### config.mk
export PLATFORM = sky130hd
export DESIGN_NAME = command_line_argument_splitter_core
export DESIGN_NICKNAME = d
export VERILOG_FILES = /design/src/clas_pkg.sv /design/src/clas_front.sv /design/src/clas_queue.sv /design/src/clas_back.sv /design/src/command_line_argument_splitter_core.sv
export VERILOG_INCLUDE_DIRS = /design/src /design/src/src
export SDC_FILE = /design/constraint.sdc
export NUM_CORES = 1
export LEC_CHECK = 0
export BUFFER_PORTS_ARGS = -buffer_cell sky130_fd_sc_hd__buf_2
export CAP_MARGIN = 20
export CORE_UTILIZATION = 35
export DETAILED_ROUTE_END_ITERATION = 16
export GPL_ROUTABILITY_DRIVEN = 0
export GPL_TIMING_DRIVEN = 0
export PLACE_DENSITY_LB_ADDON = 0.12
export SYNTH_ARGS = -nofsm -noshare
export SYNTH_HDL_FRONTEND = slang
export SYNTH_SLANG_ARGS = --single-unit
### constraint.sdc
create_clock -name i_clk -period 12.5 [get_ports i_clk]
set_input_delay 2.5 -clock i_clk [delete_from_list [all_inputs] [get_ports i_clk]]
set_output_delay 2.5 -clock i_clk [all_outputs]
set_load 0.05 [all_outputs]
### src/command_line_argument_splitter_core_macros.svh
// assertion macros shared by the splitter rtl files
// expects i_clk and i_rst_n in the scope of every use
`ifndef COMMAND_LINE_ARGUMENT_SPLITTER_CORE_MACROS_SVH
`define COMMAND_LINE_ARGUMENT_SPLITTER_CORE_MACROS_SVH
`ifndef SYNTHESIS
`define CLAS_ASSERT_ALWAYS(lbl, expr) \
    lbl: assert property (@(posedge i_clk) disable iff (!i_rst_n) (expr)) \
        else $error("splitter invariant violated");
`define CLAS_ASSERT_IMPLY(lbl, cond, expr) \
    lbl: assert property (@(posedge i_clk) disable iff (!i_rst_n) (cond) |-> (expr)) \
        else $error("splitter implication violated");
`else
`define CLAS_ASSERT_ALWAYS(lbl, expr)
`define CLAS_ASSERT_IMPLY(lbl, cond, expr)
`endif
`endif

### src/clas_pkg.sv
// shared types and constants for the command line argument splitter
// no dependencies
package clas_pkg;

    localparam int UnitW  = 16;
    localparam int RepW   = 8;
    localparam int QDepth = 4;
    localparam int QAw    = $clog2(QDepth);
    localparam int CntW   = QAw + 1;

    localparam logic [RepW-1:0]  MaxBackslashRun = 8'd255;
    localparam logic [UnitW-1:0] ChQuote  = 16'h0022;
    localparam logic [UnitW-1:0] ChBslash = 16'h005C;
    localparam logic [UnitW-1:0] ChSpace  = 16'h0020;
    localparam logic [UnitW-1:0] ChTab    = 16'h0009;
    localparam logic [1:0]       QuoteWrap = 2'd3;

    typedef struct packed {
        logic [UnitW-1:0] unit;
        logic             terminator;
    } t_in;

    typedef struct packed {
        logic [UnitW-1:0] out_unit;
        logic [RepW-1:0]  repeat_res;
        logic             arg_end;
        logic             line_end;
        logic             overflow;
    } t_res;

    // one queue entry: the results caused by one input transaction
    typedef struct packed {
        logic two;
        t_res first;
        t_res second;
    } t_cmd;

    typedef struct packed {
        logic valid;
        t_cmd cmd;
    } t_qhead;

    typedef enum logic [2:0] {
        PH_START = 3'd0,
        PH_QPATH = 3'd1,
        PH_UPATH = 3'd2,
        PH_GAP   = 3'd3,
        PH_ARG   = 3'd4
    } t_phase;

endpackage

### src/clas_front.sv
// front end: accepts code units, tracks splitting state, builds result entries
// depends on clas_pkg
module clas_front import clas_pkg::*; (
    input  logic i_clk,
    input  logic i_rst_n,
    input  logic i_valid,
    input  t_in  i_data,
    input  logic i_full,
    output logic o_stall,
    output logic o_push,
    output t_cmd o_cmd
);

    t_phase          r_phase, n_phase;
    logic [1:0]      r_qc, n_qc;
    logic [RepW-1:0] r_bs, n_bs;
    logic            r_iqr, n_iqr;
    logic            r_ovp, n_ovp;

    logic accept;
    logic have0, have1;
    t_res res0, res1;

    function automatic t_res mk_res(input logic [UnitW-1:0] u, input logic [RepW-1:0] rep,
                                    input logic ae, input logic le, input logic ov);
        t_res r;
        r.out_unit   = (rep != '0) ? u : '0;
        r.repeat_res = rep;
        r.arg_end    = ae;
        r.line_end   = le;
        r.overflow   = ov;
        return r;
    endfunction

    function automatic logic is_blank(input logic [UnitW-1:0] u);
        return (u == ChSpace) || (u == ChTab);
    endfunction

    assign o_stall = i_full;
    assign accept  = i_valid && !i_full;

    always_comb begin
        logic [UnitW-1:0] u;
        logic             arg_go;
        logic [1:0]       a_qc;
        logic [RepW-1:0]  a_bs;
        logic             a_iqr;
        logic             a_ovp;
        logic             ov;
        logic             done;
        logic [RepW-1:0]  half;

        u      = i_data.unit;
        arg_go = 1'b0;
        a_qc   = r_qc;
        a_bs   = r_bs;
        a_iqr  = r_iqr;
        a_ovp  = r_ovp;
        ov     = 1'b0;
        done   = 1'b0;
        half   = '0;

        n_phase = r_phase;
        n_qc    = r_qc;
        n_bs    = r_bs;
        n_iqr   = r_iqr;
        n_ovp   = r_ovp;
        have0   = 1'b0;
        have1   = 1'b0;
        res0    = '0;
        res1    = '0;

        if (i_data.terminator) begin
            have0 = 1'b1;
            unique case (r_phase)
                PH_START, PH_QPATH, PH_UPATH: res0 = mk_res('0, '0, 1'b1, 1'b1, 1'b0);
                PH_ARG:  res0 = mk_res(ChBslash, r_bs, 1'b1, 1'b1, r_ovp);
                default: res0 = mk_res('0, '0, 1'b0, 1'b1, 1'b0);
            endcase
            n_phase = PH_START;
            n_qc    = '0;
            n_bs    = '0;
            n_iqr   = 1'b0;
            n_ovp   = 1'b0;
        end else begin
            unique case (r_phase)
                PH_START: begin
                    if (u == ChQuote) begin
                        n_phase = PH_QPATH;
                    end else if (is_blank(u)) begin
                        have0   = 1'b1;
                        res0    = mk_res('0, '0, 1'b1, 1'b0, 1'b0);
                        n_phase = PH_GAP;
                    end else begin
                        have0   = 1'b1;
                        res0    = mk_res(u, RepW'(1), 1'b0, 1'b0, 1'b0);
                        n_phase = PH_UPATH;
                    end
                end
                PH_QPATH: begin
                    have0 = 1'b1;
                    if (u == ChQuote) begin
                        res0    = mk_res('0, '0, 1'b1, 1'b0, 1'b0);
                        n_phase = PH_GAP;
                    end else begin
                        res0 = mk_res(u, RepW'(1), 1'b0, 1'b0, 1'b0);
                    end
                end
                PH_UPATH: begin
                    have0 = 1'b1;
                    if (is_blank(u)) begin
                        res0    = mk_res('0, '0, 1'b1, 1'b0, 1'b0);
                        n_phase = PH_GAP;
                    end else begin
                        res0 = mk_res(u, RepW'(1), 1'b0, 1'b0, 1'b0);
                    end
                end
                PH_ARG: arg_go = 1'b1;
                default: begin
                    // gap between arguments: a non-blank opens a fresh argument
                    if (!is_blank(u)) begin
                        n_phase = PH_ARG;
                        arg_go  = 1'b1;
                        a_qc    = '0;
                        a_bs    = '0;
                        a_iqr   = 1'b0;
                        a_ovp   = 1'b0;
                    end else begin
                        n_phase = PH_GAP;
                    end
                end
            endcase

            if (arg_go) begin
                ov = a_ovp;
                if (a_iqr) begin
                    if (u == ChQuote) begin
                        a_qc = a_qc + 2'd1;
                        if (a_qc == QuoteWrap) begin
                            have0 = 1'b1;
                            res0  = mk_res(ChQuote, RepW'(1), 1'b0, 1'b0, 1'b0);
                            a_qc  = '0;
                        end
                        done = 1'b1;
                    end else begin
                        if (a_qc == 2'd2) begin
                            a_qc = '0;
                        end
                        a_iqr = 1'b0;
                    end
                end

                if (!done) begin
                    if (is_blank(u) && (a_qc == '0)) begin
                        have0   = 1'b1;
                        res0    = mk_res(ChBslash, a_bs, 1'b1, 1'b0, ov);
                        a_bs    = '0;
                        a_ovp   = 1'b0;
                        n_phase = PH_GAP;
                    end else if (u == ChBslash) begin
                        if (a_bs < MaxBackslashRun) begin
                            a_bs = a_bs + RepW'(1);
                        end else begin
                            a_ovp = 1'b1;
                        end
                    end else if (u == ChQuote) begin
                        half = a_bs >> 1;
                        if (half != '0) begin
                            have0 = 1'b1;
                            res0  = mk_res(ChBslash, half, 1'b0, 1'b0, ov);
                        end
                        if (!a_bs[0]) begin
                            a_qc = a_qc + 2'd1;
                        end else if (have0) begin
                            have1 = 1'b1;
                            res1  = mk_res(ChQuote, RepW'(1), 1'b0, 1'b0, 1'b0);
                        end else begin
                            have0 = 1'b1;
                            res0  = mk_res(ChQuote, RepW'(1), 1'b0, 1'b0, ov);
                        end
                        a_bs  = '0;
                        a_ovp = 1'b0;
                        a_iqr = 1'b1;
                    end else begin
                        if (a_bs != '0) begin
                            have0 = 1'b1;
                            have1 = 1'b1;
                            res0  = mk_res(ChBslash, a_bs, 1'b0, 1'b0, ov);
                            res1  = mk_res(u, RepW'(1), 1'b0, 1'b0, 1'b0);
                        end else begin
                            have0 = 1'b1;
                            res0  = mk_res(u, RepW'(1), 1'b0, 1'b0, ov);
                        end
                        a_bs  = '0;
                        a_ovp = 1'b0;
                    end
                end

                n_qc  = a_qc;
                n_bs  = a_bs;
                n_iqr = a_iqr;
                n_ovp = a_ovp;
            end
        end
    end

    assign o_push       = accept && have0;
    assign o_cmd.two    = have1;
    assign o_cmd.first  = res0;
    assign o_cmd.second = res1;

    always_ff @(posedge i_clk) begin
        if (!i_rst_n) begin
            r_phase <= PH_START;
            r_qc    <= '0;
            r_bs    <= '0;
            r_iqr   <= 1'b0;
            r_ovp   <= 1'b0;
        end else if (accept) begin
            r_phase <= n_phase;
            r_qc    <= n_qc;
            r_bs    <= n_bs;
            r_iqr   <= n_iqr;
            r_ovp   <= n_ovp;
        end
    end

endmodule

### src/clas_queue.sv
// small fifo of result entries between front and back ends
// depends on clas_pkg and the assertion macro header
`include "command_line_argument_splitter_core_macros.svh"
module clas_queue import clas_pkg::*; (
    input  logic   i_clk,
    input  logic   i_rst_n,
    input  logic   i_push,
    input  t_cmd   i_cmd,
    input  logic   i_pop,
    output logic   o_full,
    output t_qhead o_head
);

    t_cmd            r_mem [QDepth];
    logic [QAw-1:0]  r_wr, r_rd;
    logic [CntW-1:0] r_cnt;

    assign o_full       = (r_cnt == CntW'(QDepth));
    assign o_head.valid = (r_cnt != '0);
    assign o_head.cmd   = r_mem[r_rd];

    always_ff @(posedge i_clk) begin
        if (i_push) begin
            r_mem[r_wr] <= i_cmd;
        end
    end

    always_ff @(posedge i_clk) begin
        if (!i_rst_n) begin
            r_wr  <= '0;
            r_rd  <= '0;
            r_cnt <= '0;
        end else begin
            if (i_push) begin
                r_wr <= r_wr + QAw'(1);
            end
            if (i_pop) begin
                r_rd <= r_rd + QAw'(1);
            end
            unique case ({i_push, i_pop})
                2'b10:   r_cnt <= r_cnt + CntW'(1);
                2'b01:   r_cnt <= r_cnt - CntW'(1);
                default: r_cnt <= r_cnt;
            endcase
        end
    end

    `CLAS_ASSERT_ALWAYS(a_cnt_range, r_cnt <= CntW'(QDepth))
    `CLAS_ASSERT_ALWAYS(a_ptr_track, QAw'(r_wr - r_rd) == r_cnt[QAw-1:0])
    `CLAS_ASSERT_IMPLY(a_no_overrun, i_push, !o_full)
    `CLAS_ASSERT_IMPLY(a_no_underrun, i_pop, r_cnt != '0)

endmodule

### src/clas_back.sv
// back end: unpacks queue entries into single results behind an output register
// depends on clas_pkg and the assertion macro header
`include "command_line_argument_splitter_core_macros.svh"
module clas_back import clas_pkg::*; (
    input  logic   i_clk,
    input  logic   i_rst_n,
    input  t_qhead i_head,
    output logic   o_pop,
    output logic   o_valid,
    input  logic   i_stall,
    output t_res   o_data
);

    logic r_valid, n_valid;
    logic r_pend, n_pend;
    t_res r_res, n_res;
    t_res r_second, n_second;
    logic out_free;

    assign out_free = !r_valid || !i_stall;

    always_comb begin
        n_valid  = r_valid;
        n_pend   = r_pend;
        n_res    = r_res;
        n_second = r_second;
        o_pop    = 1'b0;
        if (out_free) begin
            if (r_pend) begin
                n_valid = 1'b1;
                n_res   = r_second;
                n_pend  = 1'b0;
            end else if (i_head.valid) begin
                n_valid  = 1'b1;
                n_res    = i_head.cmd.first;
                n_pend   = i_head.cmd.two;
                n_second = i_head.cmd.second;
                o_pop    = 1'b1;
            end else begin
                n_valid = 1'b0;
            end
        end
    end

    always_ff @(posedge i_clk) begin
        if (!i_rst_n) begin
            r_valid <= 1'b0;
            r_pend  <= 1'b0;
        end else begin
            r_valid <= n_valid;
            r_pend  <= n_pend;
        end
    end

    always_ff @(posedge i_clk) begin
        r_res    <= n_res;
        r_second <= n_second;
    end

    assign o_valid = r_valid;
    assign o_data  = r_res;

    `CLAS_ASSERT_IMPLY(a_pend_shown, r_pend, r_valid)

endmodule

### src/command_line_argument_splitter_core.sv
// result path: an accepted transaction enters the result queue, then its
//   first result goes to the output register; throughput: one transaction
//   per cycle; one with two results holds the output for both, absorbed by
//   the 4-entry result queue until it fills, then the input stalls
// reset (synchronous, active low) returns the splitter to line start and empties
//   the queue and output register
module command_line_argument_splitter_core import clas_pkg::*; (
    input  logic i_clk,
    input  logic i_rst_n,
    input  logic i_valid,
    output logic o_stall,
    input  t_in  i_data,
    output logic o_valid,
    input  logic i_stall,
    output t_res o_data
);

    // front to queue
    logic   push;
    t_cmd   cmd;
    logic   full;
    // queue to back
    t_qhead head;
    logic   pop;

    // front end classifies each code unit and updates phase, quote count and
    // the held backslash run; it stalls only when the queue is full
    clas_front u_front (
        .i_clk   (i_clk),
        .i_rst_n (i_rst_n),
        .i_valid (i_valid),
        .i_data  (i_data),
        .i_full  (full),
        .o_stall (o_stall),
        .o_push  (push),
        .o_cmd   (cmd)
    );

    // queue decouples input acceptance from output stalls
    clas_queue u_queue (
        .i_clk   (i_clk),
        .i_rst_n (i_rst_n),
        .i_push  (push),
        .i_cmd   (cmd),
        .i_pop   (pop),
        .o_full  (full),
        .o_head  (head)
    );

    // back end delivers each result of a queued entry, one at a time, on the output channel
    clas_back u_back (
        .i_clk   (i_clk),
        .i_rst_n (i_rst_n),
        .i_head  (head),
        .o_pop   (pop),
        .o_valid (o_valid),
        .i_stall (i_stall),
        .o_data  (o_data)
    );

endmodule

==> out/qor.yml, run 1 <==
first_global_vias: 6488
synth.largest_area_cell: "edfxtp_1"
detail_route.vias_per_cell: 5.42
fin_setup_tns_ns: 0
diodes: 0
cts_buffer_depth: 3
firstDrtPassIters: 5
place_inst: 1113
crit_fanout: 9
leakage_nw: 4.18
finalCriticalPeriod_ns: 6.48
max-cap-violations: 0
finalNetCount: 782
cp_data_required_time_ns: 12.95
start_util_pct: 35.8
start_kind: "input port"
placed_area_um2: 11500
status: "completed"
end_kind: "flop"
hpwl_um: 16800
synth_common_cells: "edfxtp_1 (220), nor2_1 (45), mux4_2 (44), nand2_1 (30), a21oi_1 (27)"
yosysSeqAreaShare_pct: 66.6
cts_resized: 0
routedWlPerCell_um: 22.5
syn-cell-area_um2: 10700
cts_tree: "yes"
fmaxAchievable_mhz: 154
num_vias: 6272
drt_wl_total_um: 26000
antenna_found_initial: 0
fin_crit_sh_pct: 51.9
area_growth_pct: 14.7
power.density_nw_per_um2: 212
dr_wl_met3_um: 1430
cp_data_arrival_time_ns: 6.94
post_cts_buffers: 0
drcViolationCount: 0
finalSetupViolCount: 0
final_area_um2: 12300
crit_chain: "buf_2 > nor4_4 > and4_1 > buf_6 > nand2_1 > o311ai_0 > nand2_1 > ha_1 > a31o_2 > o22ai_1 > a21oi_2 > inv_1 > ha_1 > fa_1 > xnor2_1 > or3_1 > a21oi_1"
yosysMostFrequentCell: "edfxtp_1"
synth_top_area_share_pct: 61.7
irDropWorstVdd_v: 0.000106
ys.flop_type: "edfxtp_1"
critPathMaxStageDelay_ns: 0.54
worst_slew_pin_slew_ns: 1.12
syn_inst: 673
io_buffer_count: 49
grt_max_degree: 45
hold_viol_final: 0
final_cells: 1158
wl_met1_um: 11600
row_count: 63
cts.htree.levels: 1
grt_pass1_wl_um: 39600
io_pins: 50
synth_nets: 703
overflow: 0
fp.coreArea_um2: 29900
die_area_um2: 31300
synthArstFlopShare_pct: 0
synth_cell_type_count: 80
synth_area_leaders: "edfxtp_1 (62%), mux4_2 (9.3%), dfxtp_1 (4.9%)"
maxUsedRoutingLayer: "met4"
insertion_delay_ns: 0.53
track_usage_pct: 17.1
drt_iter0_drc: 491
cts_buffers: 27
drive_gt1_share_pct: 25.1
critPathSlowestCell: "nor4_4"
worst_slack_ns: 6.02
maxSlewViolCount: 0
rsz0062_at_grt: "false"
ys_ff_latch: 246
synth_warnings: 0
met2WireLength_um: 12500
final.setup_skew_ns: 0.00681
hold_buffers: 0
pre_cts_slack_ns: 5.64
clkTransAtPathRegs_ns: 0.06
die_w_um: 177
clock-sinks: 246
cts_root_buf: "clkbuf_16"
die_y_um: 177
path_class: "in -> reg"
synth.avg_cell_area_um2: 15.9
synth_edf_count: 220
slew_headroom_pct: 25.4
final_antenna_net_count: 0
hold_class: "reg -> reg"
[flip-flops by register name (all words and copies together) (netlist names), named ones only]
register / flops
u_queue.r_cnt: 3
u_back.o_valid: 1
u_back.o_data: 27
u_back.r_pend: 1
u_front.r_iqr: 1
u_front.r_phase: 3
u_front.r_qc: 2
u_back.r_second: 17
u_front.r_ovp: 1
u_queue.r_rd: 2
u_queue.r_wr: 2
u_queue.r_mem: 176
u_front.r_bs: 8
[worst max-delay path: cells and delay by family]
| kind | cells | cell delay [ns] |
|---|---|---|
| AO/OA/AOI/OAI | 5 | 1.71 |
| buffers and inverters | 3 | 0.44 |
| adder cells (fa/ha/maj) | 3 | 0.69 |
| AND/OR/NAND/NOR | 5 | 1.51 |
| XOR/XNOR | 1 | 0.08 |
[logic make-up (layout without fill, tap and decap cells)]
logic type,Yosys count,count (layout),share of synthesized area (%)
DFF,246,246,66.6
and+or+nand+nor,185,185,10.5
AOI/OAI and AO/OA,115,115,8.06
muxes,62,62,11.1
buffers and inverters,46,141,1.75
xor gates and xnor gates,10,10,0.819
adders and majority gates,9,9,1.12
[through the flow]
stage / hold WS (ns) / util (%) / power [W]
4_1_cts: 0.490 / 41.1 / 0.00265
5_1_grt: 0.527 / 41.1 / 0.00272
2_1_floorplan: 0.452 / - / 0.00168
6_report: 0.489 / 41.1 / 0.00260
3_5_place_dp: 0.480 / 38.5 / 0.00192
3_3_place_gp: 0.470 / 38.3 / 0.00189
[routing by layer]
layer / global-route usage (%) / up-vias
met5: 0 / -
met4: 4.53 / 0
met3: 3.14 / 38
met2: 28.2 / 212
met1: 23.1 / 3189
li1: - / 2833
[cell type report]
| type | count | area, µm² |
|---|---|---|
| tap | 390 | 488 |
| fill | 2733 | 17600 |
| inverter | 18 | 67.6 |
| multi-input combinational | 381 | 3410 |
| clock buffer | 34 | 702 |
| timing repair buffer | 50 | 273 |
| sequential | 246 | 7130 |
| clock inverter | 11 | 86.3 |
| buffer | 28 | 120 |
[where the power goes]
group,total (W),internal (W),switching (W)
combinational,0.000739,0.000253,0.000487
clock,0.000720,0.000414,0.000305
sequential,0.00114,0.00110,0.0000402
total,0.00260,0.00177,0.000832
[layout by cell type, fill, tap and decap left out, types with 18 or more instances in the layout]
| cell type | netlist | final |
|---|---|---|
| and2_1 | 22 | 18 |
| nor2_1 | 45 | 44 |
| o21ai_0 | 19 | 19 |
| clkbuf_16 | 0 | 27 |
| nand2_1 | 30 | 30 |
| mux4_2 | 44 | 44 |
| buf_2 | 6 | 55 |
| dfxtp_1 | 26 | 26 |
| clkbuf_1 | 16 | 23 |
| edfxtp_1 | 220 | 220 |
| a21oi_1 | 27 | 26 |
[path summary, 6_finish.rpt]
check	start	endpoint	slack, ns	depth (start not counted)
setup reg to reg	u_front.r_phase[0]	u_queue.r_cnt[2]	8.02	17
hold / removal	u_front.r_qc[0]	u_front.r_qc[0]	0.49	2
hold reg to reg	u_front.r_qc[0]	u_front.r_qc[0]	0.49	2
setup / recovery	i_data[14]	u_queue.r_cnt[2]	6.02	17
Power figures use the tool's default switching activity.
==> run 2, diff against run 1 <==
--- a/config.mk
+++ b/config.mk
@@ -6,6 +6,7 @@
 export SDC_FILE = /design/constraint.sdc
 export NUM_CORES = 1
 export LEC_CHECK = 0
+export ABC_AREA = 1
 export BUFFER_PORTS_ARGS = -buffer_cell sky130_fd_sc_hd__buf_2
 export CAP_MARGIN = 20
 export CORE_UTILIZATION = 35
==> constraint.sdc (replaced) <==
create_clock -name i_clk -period 5.75 [get_ports i_clk]
set_input_delay 1.15 -clock i_clk [delete_from_list [all_inputs] [get_ports i_clk]]
set_output_delay 1.15 -clock i_clk [all_outputs]
set_load 0.05 [all_outputs]
==> run 2 against run 1 <==
- routed wire length increased by 14%
- power grew 140%
- global-route usage increased by 2.1 points
- utilization is 0.81 points higher
- cell area is 4.4% higher
- largest cell class unchanged
- highest routed layer unchanged
==> out/qor.yml, run 2 <==
status: "completed"
synth_top_area_share_pct: 60.6
synth.largest_area_cell: "edfxtp_1"
detail_route.vias_per_cell: 5.08
syn-cell-area_um2: 10900
met2WireLength_um: 13400
finalNetCount: 1167
hpwl_um: 20900
worst_slew_pin_slew_ns: 1.06
hold_buffers: 0
power.density_nw_per_um2: 483
final_cells: 1553
yosysMostFrequentCell: "edfxtp_1"
clock-sinks: 246
min_path_cells: 2
drt_iter0_drc: 647
start_kind: "input port"
timing.rr.start: "u_front.r_phase[2]"
die_y_um: 179
hold_class: "reg -> reg"
fin_crit_sh_pct: 72.4
fmaxAchievable_mhz: 240
firstDrtPassIters: 5
fp.coreArea_um2: 30600
end_kind: "flop"
die_w_um: 179
grt_max_degree: 26
ys_ff_latch: 246
maxSlewViolCount: 0
cts_buffer_depth: 3
routedWlPerCell_um: 19.1
slew_headroom_pct: 29.1
drt_wl_total_um: 29600
finalCriticalPeriod_ns: 4.16
critPathSlowestCell: "nor2_4"
io_buffer_count: 49
final_antenna_net_count: 0
layout_common_cells: "edfxtp_1 (220), nor2_1 (214), nand2_1 (140)"
antenna_found_initial: 0
leakage_nw: 4.70
cts_buffers: 28
drive_gt1_share_pct: 13.2
yosysSeqAreaShare_pct: 65.3
rr_endpoint: "u_queue.r_mem[0][37]"
track_usage_pct: 19.1
row_count: 64
crit_chain: "buf_2 > nor2_1 > nand2_1 > nor2_4 > nand2_1 > nand3_4 > buf_4 > nand2_1 > nand2_1 > nor2_1 > a21oi_2 > ha_1 > nand2_2 > nand2_1 > nor2_1 > nand2_2 > nand2_2 > nor2_4 > buf_12"
path_class: "in -> reg"
clkTransAtPathRegs_ns: 0.06
crit_family: "simple AND/OR/NAND/NOR gates"
max-cap-violations: 0
irDropWorstVdd_v: 0.000340
diodes: 0
synth_cell_type_count: 42
cts_root_buf: "clkbuf_16"
synthArstFlopShare_pct: 0
grt_pass1_wl_um: 45300
critPathMaxStageDelay_ns: 0.71
final_common_cell: "edfxtp_1"
overflow: 0
cp_data_arrival_time_ns: 4.39
synth_nets: 1082
largest_register_ffs: 176
synth_edf_count: 220
synth.avg_cell_area_um2: 10.4
synth_warnings: 0
rsz0062_at_grt: "false"
crit_buf_inv: 3
finalSetupViolCount: 0
cts.htree.levels: 1
crit_fanout: 24
maxUsedRoutingLayer: "met4"
die_area_um2: 31900
ys.flop_type: "edfxtp_1"
r2r_slack_ns: 2.08
cp_data_required_time_ns: 5.98
ff2ff_path_depth: 16
start_util_pct: 35.7
cts_tree: "yes"
synth_area_leaders: "edfxtp_1 (61%), nor2_1 (7.5%), nand2_1 (4.8%)"
cts_resized: 0
hold_slack_ns: 0.468
top_register: "u_queue.r_mem"
drcViolationCount: 0
total_power_w: 0.00619
place_inst: 1503
critPathMostFrequentCell: "nand2_1"
syn_inst: 1052
num_vias: 7896
area_growth_pct: 17.5
dr_wl_met3_um: 1950
post_cts_buffers: 0
fin_setup_tns_ns: 0
first_global_vias: 7377
wl_met1_um: 13800
synth_common_cells: "edfxtp_1 (220), nor2_1 (218), nand2_1 (140), o21ai_0 (102), inv_1 (67)"
min_from: "u_queue.r_rd[1]"
insertion_delay_ns: 0.54
final.setup_skew_ns: 0.0133
hold_viol_final: 0
io_pins: 50
==> run 2: cell count changes after synthesis, moves of 22 or more <==
cell | before | now
clkbuf_1 | 16 | 38
inv_1 | 17 | 67
nor2_1 | 45 | 218
a21oi_1 | 27 | 58
and2_1 | 22 | 0
o21ai_0 | 19 | 102
nand2_1 | 30 | 140
o22ai_1 | 1 | 23
mux4_2 | 44 | 0
==> run 2: logic make-up after synthesis <==
kind of cell,share of synthesized area [%]
and+or+nand+nor,16.6
DFF,65.3
AOI/OAI and AO/OA,11.9
buffers and inverters,4.60
adders and majority gates,1.10
xor gates and xnor gates,0.482
==> run 2: worst max path at each step <==
stage | from | endpoint | slack [ns] | cells past startpoint
after detailed placement | i_data[15] | u_queue.r_mem[0][29] | 1.01 | 19
after global routing | i_data[6] | u_queue.r_cnt[2] | 1.24 | 24
final | i_data[15] | u_queue.r_mem[0][37] | 1.59 | 19
after CTS | i_data[15] | u_queue.r_mem[0][27] | 1.55 | 19
after global placement | i_data[6] | u_queue.r_mem[0][37] | -1.54 | 19
after floorplan | i_data[16] | u_queue.r_mem[0][11] | 0.68 | 17
==> run 2: metal layers <==
metal | global-route usage [%] | vias up
met2 | 30.1 | 267
met5 | 0 | -
met4 | 4.27 | 0
li1 | - | 3825
met1 | 27.7 | 3766
met3 | 2.96 | 38
==> run 2: area by class of cell <==
class	count	area, µm²
flip-flops and latches	246	7130
well taps	396	495
clock buffers	31	733
inverters	79	297
repair buffers	55	380
clock inverters	19	272
plain buffers	47	205
fillers	3016	17800
multi-input cells	680	3310
==> run 2: metrics by stage <==
stage          util (%)  setup WS, ns  area (µm²)
4_1_cts            41.9          1.55       12800
3_3_place_gp       38.1         -1.54       11600
6_report           41.9          1.59       12800
2_1_floorplan         -         0.675       10900
3_5_place_dp       38.6          1.01       11800
5_1_grt            41.9          1.24       12800
==> run 2: tightest hold or removal path: stages (launching register included) <==
cell,delay [ns]
dfxtp_1,0.30
inv_1,0.05
a21oi_1,0.07
==> run 2: power by group <==
| part | total, W | internal (W) | leakage [nW] | switching (W) |
|---|---|---|---|---|
| combinational | 0.00178 | 0.000419 | 1.92 | 0.00136 |
| clock | 0.00194 | 0.00122 | 0.494 | 0.000713 |
| sequential | 0.00247 | 0.00239 | 2.29 | 0.0000783 |
